`config.mk`:
```
export PLATFORM = sky130hd
export DESIGN_NAME = can_frame_to_slcan_ascii_flat
export DESIGN_NICKNAME = d
export VERILOG_FILES = /design/src/rtl/cfsa_pkg.sv /design/src/rtl/cfsa_if.sv /design/src/rtl/cfsa_dp.sv /design/src/rtl/cfsa_ctrl.sv /design/src/rtl/can_frame_to_slcan_ascii.sv /design/src/flat_wrapper.sv
export SDC_FILE = /design/constraint.sdc
export NUM_CORES = 1
export LEC_CHECK = 0
export ABC_AREA = 1
export BUFFER_PORTS_ARGS = -buffer_cell sky130_fd_sc_hd__buf_2
export CAP_MARGIN = 20
export CORE_UTILIZATION = 50
export DETAILED_ROUTE_END_ITERATION = 7
export HOLD_SLACK_MARGIN = 0.06
export PLACE_DENSITY_LB_ADDON = 0.08
export SLEW_MARGIN = 20
export SYNTH_ARGS = -nofsm -noshare
export SYNTH_HDL_FRONTEND = slang
export SYNTH_SLANG_ARGS = --single-unit
```
`constraint.sdc`:
```
create_clock -name clk_i -period 5.2 [get_ports clk_i]
set_input_delay 1.04 -clock clk_i [delete_from_list [all_inputs] [get_ports clk_i]]
set_output_delay 1.04 -clock clk_i [all_outputs]
set_load 0.005 [all_outputs]
```
`src/rtl/cfsa_pkg.sv`:
```
// ----------------------------------------------------------------------------
// cfsa_pkg: shared types and constants for the CAN-to-ASCII line encoder
// Character selection codes, command/status bundles and the nibble-to-hex
// conversion used by the controller and the datapath.
// ----------------------------------------------------------------------------
package cfsa_pkg;

  // Identifier limits and field widths
  localparam int unsigned IdentWidth  = 29;
  localparam int unsigned StdIdWidth  = 11;
  localparam int unsigned LenWidth    = 4;
  localparam int unsigned NumBytes    = 8;
  localparam int unsigned CntWidth    = 4;

  localparam logic [LenWidth-1:0] MaxLength = 4'd8;

  // Index of the first (most significant) identifier digit
  localparam logic [CntWidth-1:0] StdIdTopDigit = 4'd2;
  localparam logic [CntWidth-1:0] ExtIdTopDigit = 4'd7;

  // ASCII codes
  localparam logic [7:0] AsciiCr     = 8'h0D;
  localparam logic [7:0] AsciiZero   = 8'h30;
  localparam logic [7:0] AsciiUpperA = 8'h41;
  localparam logic [7:0] AsciiStdDat = 8'h74;  // 't'
  localparam logic [7:0] AsciiExtDat = 8'h54;  // 'T'
  localparam logic [7:0] AsciiStdRtr = 8'h72;  // 'r'
  localparam logic [7:0] AsciiExtRtr = 8'h52;  // 'R'

  // Which character the datapath builds for the current transaction
  typedef enum logic [2:0] {
    SEL_TYPE,
    SEL_ID,
    SEL_LEN,
    SEL_DATA,
    SEL_CR,
    SEL_REJ
  } sel_e;

  // Controller to datapath
  typedef struct packed {
    logic                load;  // capture the incoming frame
    logic                emit;  // write a character into the output register
    sel_e                sel;
    logic [CntWidth-1:0] idx;   // digit or nibble index
  } cmd_t;

  // Datapath to controller
  typedef struct packed {
    logic                reject;
    logic                ext;
    logic                remote;
    logic [LenWidth-1:0] len;
    logic                out_free;
  } status_t;

  // Convert the low nibble to an uppercase hex digit
  function automatic logic [7:0] nib_to_ascii(logic [3:0] nib);
    logic [7:0] res;
    if (nib < 4'd10) begin
      res = AsciiZero + {4'd0, nib};
    end else begin
      res = AsciiUpperA + {4'd0, nib - 4'd10};
    end
    return res;
  endfunction

endpackage

```
`src/rtl/cfsa_if.sv`:
```
// ----------------------------------------------------------------------------
// cfsa_if: valid/ready channels of the CAN-to-ASCII line encoder
// One interface carries a CAN frame, the other one line character.
// ----------------------------------------------------------------------------
interface cfsa_frame_if;
  logic        valid;
  logic        ready;
  logic [28:0] ident;
  logic        ext_format;
  logic        remote_req;
  logic [3:0]  length_code;
  logic [7:0]  byte0;
  logic [7:0]  byte1;
  logic [7:0]  byte2;
  logic [7:0]  byte3;
  logic [7:0]  byte4;
  logic [7:0]  byte5;
  logic [7:0]  byte6;
  logic [7:0]  byte7;

  modport source (
    output valid, ident, ext_format, remote_req, length_code,
           byte0, byte1, byte2, byte3, byte4, byte5, byte6, byte7,
    input  ready
  );
  modport sink (
    input  valid, ident, ext_format, remote_req, length_code,
           byte0, byte1, byte2, byte3, byte4, byte5, byte6, byte7,
    output ready
  );
endinterface

interface cfsa_char_if;
  logic       valid;
  logic       ready;
  logic [7:0] out_char;
  logic       last_char;
  logic       rejected;

  modport source (
    output valid, out_char, last_char, rejected,
    input  ready
  );
  modport sink (
    input  valid, out_char, last_char, rejected,
    output ready
  );
endinterface

```
`src/rtl/cfsa_dp.sv`:
```
// ----------------------------------------------------------------------------
// cfsa_dp: datapath of the CAN-to-ASCII line encoder
// Holds the captured frame, builds the selected character and keeps the
// output register that decouples the line from the downstream sink.
// ----------------------------------------------------------------------------
module cfsa_dp (
  input  logic                       clk_i,
  input  logic                       rst_ni,
  input  logic [28:0]                ident_i,
  input  logic                       ext_format_i,
  input  logic                       remote_req_i,
  input  logic [3:0]                 length_code_i,
  input  logic [cfsa_pkg::NumBytes-1:0][7:0] bytes_i,
  input  cfsa_pkg::cmd_t             cmd_i,
  output cfsa_pkg::status_t          status_o,
  input  logic                       out_ready_i,
  output logic                       out_valid_o,
  output logic [7:0]                 out_char_o,
  output logic                       last_char_o,
  output logic                       rejected_o
);

  logic [28:0]                          ident_q;
  logic                                 ext_q;
  logic                                 remote_q;
  logic [3:0]                           len_q;
  logic [cfsa_pkg::NumBytes-1:0][7:0]   data_q;

  logic       valid_q, valid_d;
  logic [7:0] char_q, char_d;
  logic       last_q, last_d;
  logic       rej_q, rej_d;

  logic [31:0] ident_pad;
  logic [3:0]  id_nib;
  logic [7:0]  data_byte;
  logic [3:0]  data_nib;
  logic        std_too_wide;

  // Capture the frame on accept
  always_ff @(posedge clk_i) begin
    if (cmd_i.load) begin
      ident_q  <= ident_i;
      ext_q    <= ext_format_i;
      remote_q <= remote_req_i;
      len_q    <= length_code_i;
      data_q   <= bytes_i;
    end
  end

  // Range checks on the captured frame
  assign std_too_wide = |ident_q[28:cfsa_pkg::StdIdWidth];

  assign status_o.reject   = (len_q > cfsa_pkg::MaxLength) || (!ext_q && std_too_wide);
  assign status_o.ext      = ext_q;
  assign status_o.remote   = remote_q;
  assign status_o.len      = len_q;
  assign status_o.out_free = !valid_q || out_ready_i;

  // Pick the identifier digit and data nibble
  assign ident_pad = {3'd0, ident_q};
  assign id_nib    = ident_pad[cmd_i.idx[2:0]*4 +: 4];
  assign data_byte = data_q[cmd_i.idx[3:1]];
  assign data_nib  = cmd_i.idx[0] ? data_byte[3:0] : data_byte[7:4];

  // Build the next character
  always_comb begin
    char_d = char_q;
    last_d = last_q;
    rej_d  = rej_q;
    if (cmd_i.emit) begin
      last_d = 1'b0;
      rej_d  = 1'b0;
      case (cmd_i.sel)
        cfsa_pkg::SEL_TYPE: begin
          if (remote_q) begin
            char_d = ext_q ? cfsa_pkg::AsciiExtRtr : cfsa_pkg::AsciiStdRtr;
          end else begin
            char_d = ext_q ? cfsa_pkg::AsciiExtDat : cfsa_pkg::AsciiStdDat;
          end
        end
        cfsa_pkg::SEL_ID:   char_d = cfsa_pkg::nib_to_ascii(id_nib);
        cfsa_pkg::SEL_LEN:  char_d = cfsa_pkg::nib_to_ascii(len_q);
        cfsa_pkg::SEL_DATA: char_d = cfsa_pkg::nib_to_ascii(data_nib);
        cfsa_pkg::SEL_CR: begin
          char_d = cfsa_pkg::AsciiCr;
          last_d = 1'b1;
        end
        cfsa_pkg::SEL_REJ: begin
          char_d = 8'd0;
          last_d = 1'b1;
          rej_d  = 1'b1;
        end
        default: begin
          char_d = 8'd0;
        end
      endcase
    end
  end

  // Load on emit, drop once the transaction completes
  always_comb begin
    if (cmd_i.emit) begin
      valid_d = 1'b1;
    end else if (out_ready_i) begin
      valid_d = 1'b0;
    end else begin
      valid_d = valid_q;
    end
  end

  always_ff @(posedge clk_i or negedge rst_ni) begin
    if (!rst_ni) begin
      valid_q <= 1'b0;
    end else begin
      valid_q <= valid_d;
    end
  end

  always_ff @(posedge clk_i) begin
    char_q <= char_d;
    last_q <= last_d;
    rej_q  <= rej_d;
  end

  assign out_valid_o = valid_q;
  assign out_char_o  = char_q;
  assign last_char_o = last_q;
  assign rejected_o  = rej_q;

endmodule

```
`src/rtl/cfsa_ctrl.sv`:
```
// ----------------------------------------------------------------------------
// cfsa_ctrl: sequencer of the CAN-to-ASCII line encoder
// Walks one frame through type letter, identifier digits, length digit,
// data nibbles and carriage return, one character per free output slot.
// ----------------------------------------------------------------------------
module cfsa_ctrl (
  input  logic                 clk_i,
  input  logic                 rst_ni,
  input  logic                 frame_valid_i,
  output logic                 frame_ready_o,
  input  cfsa_pkg::status_t    status_i,
  output cfsa_pkg::cmd_t       cmd_o
);

  localparam logic [2:0] S_IDLE = 3'd0;
  localparam logic [2:0] S_TYPE = 3'd1;
  localparam logic [2:0] S_ID   = 3'd2;
  localparam logic [2:0] S_LEN  = 3'd3;
  localparam logic [2:0] S_DATA = 3'd4;
  localparam logic [2:0] S_CR   = 3'd5;

  logic [2:0]                    state_q, state_d;
  logic [cfsa_pkg::CntWidth-1:0] cnt_q, cnt_d;
  logic [cfsa_pkg::CntWidth-1:0] last_nib;

  // Index of the final data nibble (length is 1..8 here)
  assign last_nib = {status_i.len[2:0], 1'b0} - 4'd1;

  assign frame_ready_o = (state_q == S_IDLE);

  // Advance the sequence
  always_comb begin
    state_d   = state_q;
    cnt_d     = cnt_q;
    cmd_o     = '0;
    cmd_o.sel = cfsa_pkg::SEL_CR;
    cmd_o.idx = cnt_q;
    case (state_q)
      S_IDLE: begin
        if (frame_valid_i) begin
          cmd_o.load = 1'b1;
          state_d    = S_TYPE;
        end
      end
      S_TYPE: begin
        if (status_i.out_free) begin
          cmd_o.emit = 1'b1;
          if (status_i.reject) begin
            cmd_o.sel = cfsa_pkg::SEL_REJ;
            state_d   = S_IDLE;
          end else begin
            cmd_o.sel = cfsa_pkg::SEL_TYPE;
            cnt_d     = status_i.ext ? cfsa_pkg::ExtIdTopDigit : cfsa_pkg::StdIdTopDigit;
            state_d   = S_ID;
          end
        end
      end
      S_ID: begin
        if (status_i.out_free) begin
          cmd_o.emit = 1'b1;
          cmd_o.sel  = cfsa_pkg::SEL_ID;
          if (cnt_q == '0) begin
            state_d = S_LEN;
          end else begin
            cnt_d = cnt_q - 4'd1;
          end
        end
      end
      S_LEN: begin
        if (status_i.out_free) begin
          cmd_o.emit = 1'b1;
          cmd_o.sel  = cfsa_pkg::SEL_LEN;
          if (!status_i.remote && (status_i.len != '0)) begin
            cnt_d   = '0;
            state_d = S_DATA;
          end else begin
            state_d = S_CR;
          end
        end
      end
      S_DATA: begin
        if (status_i.out_free) begin
          cmd_o.emit = 1'b1;
          cmd_o.sel  = cfsa_pkg::SEL_DATA;
          if (cnt_q == last_nib) begin
            state_d = S_CR;
          end else begin
            cnt_d = cnt_q + 4'd1;
          end
        end
      end
      S_CR: begin
        if (status_i.out_free) begin
          cmd_o.emit = 1'b1;
          cmd_o.sel  = cfsa_pkg::SEL_CR;
          state_d    = S_IDLE;
        end
      end
      default: begin
        state_d = S_IDLE;
      end
    endcase
  end

  always_ff @(posedge clk_i or negedge rst_ni) begin
    if (!rst_ni) begin
      state_q <= S_IDLE;
      cnt_q   <= '0;
    end else begin
      state_q <= state_d;
      cnt_q   <= cnt_d;
    end
  end

  // A captured frame always starts with the type slot
  a_load_to_type: assert property (@(posedge clk_i) disable iff (!rst_ni)
    cmd_o.load |=> (state_q == S_TYPE))
    else $error("frame capture not followed by type slot");

  // Data nibbles only for an accepted data frame with bytes
  a_data_legal: assert property (@(posedge clk_i) disable iff (!rst_ni)
    (state_q == S_DATA) |-> (!status_i.remote && (status_i.len != '0)
                             && (status_i.len <= cfsa_pkg::MaxLength)
                             && (cnt_q <= last_nib)))
    else $error("data nibble sequence out of range");

  // Identifier digit index stays within the frame format
  a_id_range: assert property (@(posedge clk_i) disable iff (!rst_ni)
    (state_q == S_ID) |-> (cnt_q <= (status_i.ext ? cfsa_pkg::ExtIdTopDigit
                                                  : cfsa_pkg::StdIdTopDigit)))
    else $error("identifier digit index out of range");

  // A line ends with the carriage return or a rejection, then idles
  a_end_idle: assert property (@(posedge clk_i) disable iff (!rst_ni)
    (cmd_o.emit && ((cmd_o.sel == cfsa_pkg::SEL_CR) || (cmd_o.sel == cfsa_pkg::SEL_REJ)))
    |=> (state_q == S_IDLE))
    else $error("line end did not return to idle");

  // Never write a character over one the sink has not taken
  a_no_overwrite: assert property (@(posedge clk_i) disable iff (!rst_ni)
    cmd_o.emit |-> status_i.out_free)
    else $error("output register overwritten");

endmodule

```
`src/rtl/can_frame_to_slcan_ascii.sv`:
```
// ----------------------------------------------------------------------------
// can_frame_to_slcan_ascii: CAN frame to serial-line ASCII encoder
// Turns one CAN frame into its text line, one character per transaction.
// ----------------------------------------------------------------------------
// A frame is taken when the encoder is idle and is then sent as a line of
// characters (type letter, 3 or 8 identifier digits, length digit, two
// digits per data byte of a data frame, carriage return), or as a single
// rejection result with character 0 when the length code is above eight or
// a standard identifier exceeds 11 bits. The frame is first captured, then
// each character passes through the output register; a new character is
// written only when that register is free, so sink back-pressure stalls
// the line. The last character of a line carries last_char.
module can_frame_to_slcan_ascii (
  input  logic         clk_i,
  input  logic         rst_ni,
  cfsa_frame_if.sink   frame_i,
  cfsa_char_if.source  char_o
);

  cfsa_pkg::cmd_t                       cmd;
  cfsa_pkg::status_t                    status;
  logic [cfsa_pkg::NumBytes-1:0][7:0]   frame_bytes;

  assign frame_bytes = {frame_i.byte7, frame_i.byte6, frame_i.byte5, frame_i.byte4,
                        frame_i.byte3, frame_i.byte2, frame_i.byte1, frame_i.byte0};

  cfsa_ctrl u_ctrl (
    .clk_i         (clk_i),
    .rst_ni        (rst_ni),
    .frame_valid_i (frame_i.valid),
    .frame_ready_o (frame_i.ready),
    .status_i      (status),
    .cmd_o         (cmd)
  );

  cfsa_dp u_dp (
    .clk_i         (clk_i),
    .rst_ni        (rst_ni),
    .ident_i       (frame_i.ident),
    .ext_format_i  (frame_i.ext_format),
    .remote_req_i  (frame_i.remote_req),
    .length_code_i (frame_i.length_code),
    .bytes_i       (frame_bytes),
    .cmd_i         (cmd),
    .status_o      (status),
    .out_ready_i   (char_o.ready),
    .out_valid_o   (char_o.valid),
    .out_char_o    (char_o.out_char),
    .last_char_o   (char_o.last_char),
    .rejected_o    (char_o.rejected)
  );

endmodule
```
`src/flat_wrapper.sv`:
```
// flat-port wrapper written by rule: the top's interface ports become plain ports
module can_frame_to_slcan_ascii_flat 
  (clk_i, rst_ni, frame_i_valid, frame_i_ident, frame_i_ext_format, frame_i_remote_req, frame_i_length_code, frame_i_byte0, frame_i_byte1, frame_i_byte2, frame_i_byte3, frame_i_byte4, frame_i_byte5, frame_i_byte6, frame_i_byte7, frame_i_ready, char_o_valid, char_o_out_char, char_o_last_char, char_o_rejected, char_o_ready);
  cfsa_frame_if frame_i_i ();
  cfsa_char_if char_o_i ();
  input  logic clk_i;
  input  logic rst_ni;
  input wire logic [$bits(frame_i_i.valid)-1:0] frame_i_valid;
  input wire logic [$bits(frame_i_i.ident)-1:0] frame_i_ident;
  input wire logic [$bits(frame_i_i.ext_format)-1:0] frame_i_ext_format;
  input wire logic [$bits(frame_i_i.remote_req)-1:0] frame_i_remote_req;
  input wire logic [$bits(frame_i_i.length_code)-1:0] frame_i_length_code;
  input wire logic [$bits(frame_i_i.byte0)-1:0] frame_i_byte0;
  input wire logic [$bits(frame_i_i.byte1)-1:0] frame_i_byte1;
  input wire logic [$bits(frame_i_i.byte2)-1:0] frame_i_byte2;
  input wire logic [$bits(frame_i_i.byte3)-1:0] frame_i_byte3;
  input wire logic [$bits(frame_i_i.byte4)-1:0] frame_i_byte4;
  input wire logic [$bits(frame_i_i.byte5)-1:0] frame_i_byte5;
  input wire logic [$bits(frame_i_i.byte6)-1:0] frame_i_byte6;
  input wire logic [$bits(frame_i_i.byte7)-1:0] frame_i_byte7;
  output wire logic [$bits(frame_i_i.ready)-1:0] frame_i_ready;
  output wire logic [$bits(char_o_i.valid)-1:0] char_o_valid;
  output wire logic [$bits(char_o_i.out_char)-1:0] char_o_out_char;
  output wire logic [$bits(char_o_i.last_char)-1:0] char_o_last_char;
  output wire logic [$bits(char_o_i.rejected)-1:0] char_o_rejected;
  input wire logic [$bits(char_o_i.ready)-1:0] char_o_ready;
  assign frame_i_i.valid = frame_i_valid;
  assign frame_i_i.ident = frame_i_ident;
  assign frame_i_i.ext_format = frame_i_ext_format;
  assign frame_i_i.remote_req = frame_i_remote_req;
  assign frame_i_i.length_code = frame_i_length_code;
  assign frame_i_i.byte0 = frame_i_byte0;
  assign frame_i_i.byte1 = frame_i_byte1;
  assign frame_i_i.byte2 = frame_i_byte2;
  assign frame_i_i.byte3 = frame_i_byte3;
  assign frame_i_i.byte4 = frame_i_byte4;
  assign frame_i_i.byte5 = frame_i_byte5;
  assign frame_i_i.byte6 = frame_i_byte6;
  assign frame_i_i.byte7 = frame_i_byte7;
  assign frame_i_ready = frame_i_i.ready;
  assign char_o_valid = char_o_i.valid;
  assign char_o_out_char = char_o_i.out_char;
  assign char_o_last_char = char_o_i.last_char;
  assign char_o_rejected = char_o_i.rejected;
  assign char_o_i.ready = char_o_ready;
  can_frame_to_slcan_ascii u_core (.clk_i(clk_i), .rst_ni(rst_ni), .frame_i(frame_i_i), .char_o(char_o_i));
endmodule
```
==> results.json <==
{
  "final.setup.tns_ns": 0,
  "synthMuxAreaShare_pct": 0,
  "die_w_um": 109.4,
  "status": "finished, final reports clean",
  "slew_violations": 0,
  "synth_top_area_cell": "edfxtp_1",
  "yosys.area_share.simple_pct": 23.66,
  "crit_type": "reg2reg",
  "initial_core_util_pct": 52.26,
  "yosys_warnings": 0,
  "cts.sinks": 116,
  "post-place-ws_ns": 2.157,
  "finClkSkew_ns": 0.01226,
  "htree_num_levels": 4,
  "cp_max_fo": 57,
  "hpwl_um": 8833,
  "antenna_found_initial": 0,
  "drt_wl_total_um": 12350,
  "synth.avg_cell_area_um2": 9.465,
  "hold_slack_ns": 0.4544,
  "grt.total_usage_pct": 22.62,
  "first_iter_violations": 322,
  "cp.required_ns": 5.35,
  "antennaDiodeCount": 0,
  "setup_viol": 0,
  "io_buffers": 113,
  "synth_cell_type_count": 33,
  "irDropWorstVdd_v": 0.0003985,
  "area_growth_pct": 21.88,
  "utilization_pct": 63.69,
  "hold_buffers": 0,
  "die-area_um2": 11960,
  "grt_pass1_vias": 4187,
  "yosysSeqAreaShare_pct": 59.74,
  "cp-start-kind": "flop",
  "synth-edff-count": 108,
  "ys.flop_type": "edfxtp_1",
  "gp_congestion": 0.9295,
  "synth_top_family_by_area": "simple AND/OR/NAND/NOR gates",
  "cts_tree": "built",
  "post-synth-top-count-cell": "nand2_1",
  "numCtsBuffers": 17,
  "synth_area_leaders": "edfxtp_1 (56%), nand2_1 (11%), nand3_1 (5.0%)",
  "p_leak_nw": 3.191,
  "vias_per_cell": 5.078,
  "synth_common_cells": "nand2_1 (173), edfxtp_1 (108), inv_1 (76)",
  "min_period_over_period_pct": 58.96,
  "vias": 4474,
  "hold_violations": 0,
  "fin_cells": 881,
  "relSlewSlack_pct": 39.16,
  "ioPinCount": 115,
  "n_fill_cell": 951,
  "gr-total-overflow": 0,
  "top_usage_layer": "met2",
  "rsz0062_at_grt": "false",
  "first_pass_iters": 7,
  "worstPathArrival_ns": 3.22,
  "cts_buffer_depth": 2,
  "grt_use_met2_pct": 34.77,
  "fmax_mhz": 326.2,
  "synth_xor_xnor_area_share_pct": 1.367,
  "placedCellCount": 848,
  "cts_root_buffer": "clkbuf_16",
  "hp-class": "in2async",
  "wire_per_inst_um": 14.02,
  "crit_path_end_kind": "flop",
  "core_area_um2": 11030,
  "grtUsageMet3_pct": 8.358,
  "postCtsSetupRepairBufs": 0,
  "syn_nets": 725,
  "row_count": 38,
  "drive_gt1_share_pct": 22.94,
  "worst_pin_slew_ns": 0.9127,
  "remaining_drc_errors": 0,
  "maxCapViolCount": 0,
  "ys_ff_latch": 116,
  "grt_use_met1_pct": 29.58,
  "die_h_um": 109.4,
  "clock_latency_ns": 0.43,
  "antenna_left": 0,
  "synth_cells": 609,
  "synthArstFlopShare_pct": 6.897,
  "grt_max_degree": 59,
  "syn_area_um2": 5764,
  "synth-compound-area-share_pct": 4.623,
  "synth_top_area_share_pct": 56.26,
  "post_cts_resized": 0,
  "layout.nets": 844,
  "power.density_nw_per_um2": 605.3,
  "synth_adder_area_share_pct": 2.952,
  "fin_ws_ns": 2.134,
  "grt_pass1_wl_um": 19780,
  "clk_pin_slew_worst_paths_ns": 0.06,
  "fin_crit_ns": 3.066
}
==> layer usage <==
metal	share of wire (%)	vias to the layer above	wire length, um
li1	-	2239	-
met1	47	2064	5752
met2	45	150	5605
met3	6.4	21	792
met4	1.6	0	201
met5	0	-	0
==> cells in the final DEF, fill, tap and decap left out, types with 2 or more instances in the layout <==
| master | count |
|---|---|
| a21oi_1 | 19 |
| buf_12 | 2 |
| buf_2 | 113 |
| buf_4 | 2 |
| bufinv_16 | 2 |
| clkbuf_16 | 17 |
| clkinv_1 | 2 |
| clkinv_2 | 2 |
| clkinv_4 | 4 |
| dfrtp_1 | 7 |
| edfxtp_1 | 108 |
| ha_1 | 12 |
| inv_1 | 76 |
| inv_2 | 6 |
| inv_6 | 4 |
| nand2_1 | 173 |
| nand2_2 | 3 |
| nand3_1 | 58 |
| nand3b_1 | 2 |
| nand4_1 | 7 |
| nor2_1 | 61 |
| nor2_2 | 4 |
| nor2_4 | 3 |
| nor3_1 | 6 |
| o211ai_1 | 4 |
| o21ai_0 | 16 |
| o21ai_1 | 4 |
| o31ai_1 | 2 |
| or2_2 | 3 |
| xnor2_1 | 4 |
| xor2_1 | 5 |
==> worst max-delay path: stages, from the launching register on <==
cell and delay [ns]:
dfrtp_2 0.34, buf_4 0.44, inv_1 0.36, buf_4 0.31
or2_2 0.29, nand2_1 0.06, nand3_1 0.06, nand2_1 0.09
nand2_1 0.08, inv_2 0.09, ha_1 0.25, xnor2_1 0.14
nand3_1 0.08, nand2_1 0.05, nand2_1 0.06, nand4_1 0.08
==> state kept, by name, indices dropped and copies added (netlist names) <==
signal,flops
u_core.u_dp.ext_q,1
u_core.u_dp.remote_q,1
u_core.u_dp.rejected_o,1
u_core.u_ctrl.cnt_q,4
u_core.u_dp.len_q,4
u_core.u_ctrl.state_q,3
u_core.u_dp.out_char_o,7
u_core.u_dp.ident_q,29
u_core.u_dp.data_q,64
u_core.u_dp.out_valid_o,1
u_core.u_dp.last_char_o,1
==> through the flow <==
step                total power [mW]  area [um^2]
floorplan                      2.708         5767
global route                   4.565         7025
CTS                            4.262         7005
global placement               3.074         6425
finish                         4.252         7025
detailed placement             3.110         6425
==> report_power, final <==
group | leakage, nW | internal [mW] | switching (mW)
Combinational | 1.81 | 0.564 | 1.08
Clock | 0.283 | 0.706 | 0.434
Sequential | 1.10 | 1.33 | 0.146
==> kinds of logic (layout without fill, tap and decap cells) <==
logic type	count (synthesis)	count (layout)
AOI/OAI and AO/OA	48	48
buffers and inverters	100	232
adders and majority gates	13	13
DFF	116	116
other	1	1
and+or+nand+nor	322	322
xor gates and xnor gates	9	9
==> worst paths after layout <==
check / startpoint / endpoint / slack, ns / depth (start not counted)
max reg2reg: u_core.u_ctrl.cnt_q[1] / u_core.u_dp.out_char_o[2] / 2.13 / 15
min in group clk_i: u_core.u_dp.out_valid_o / u_core.u_dp.out_valid_o / 0.62 / 3
max in group asynchronous: rst_ni / u_core.u_ctrl.cnt_q[1] / 4.55 / 1
min: rst_ni / u_core.u_ctrl.cnt_q[0] / 0.45 / 1
max: u_core.u_ctrl.cnt_q[1] / u_core.u_dp.out_char_o[2] / 2.13 / 15
min reg2reg: u_core.u_dp.out_valid_o / u_core.u_dp.out_valid_o / 0.62 / 3
==> final cells by class <==
cell class / instances / area [um^2] / share of cell area, %
multi-input combinational: 393 / 1891 / 26.91
clock inverter: 15 / 155.1 / 2.208
sequential: 116 / 3445 / 49.03
inverter: 83 / 314.1 / 4.470
timing repair buffer: 117 / 620.6 / 8.833
clock buffer: 17 / 425.4 / 6.055
tap: 140 / 175.2 / 2.493
No activity file was read; power rests on OpenSTA's default activity.
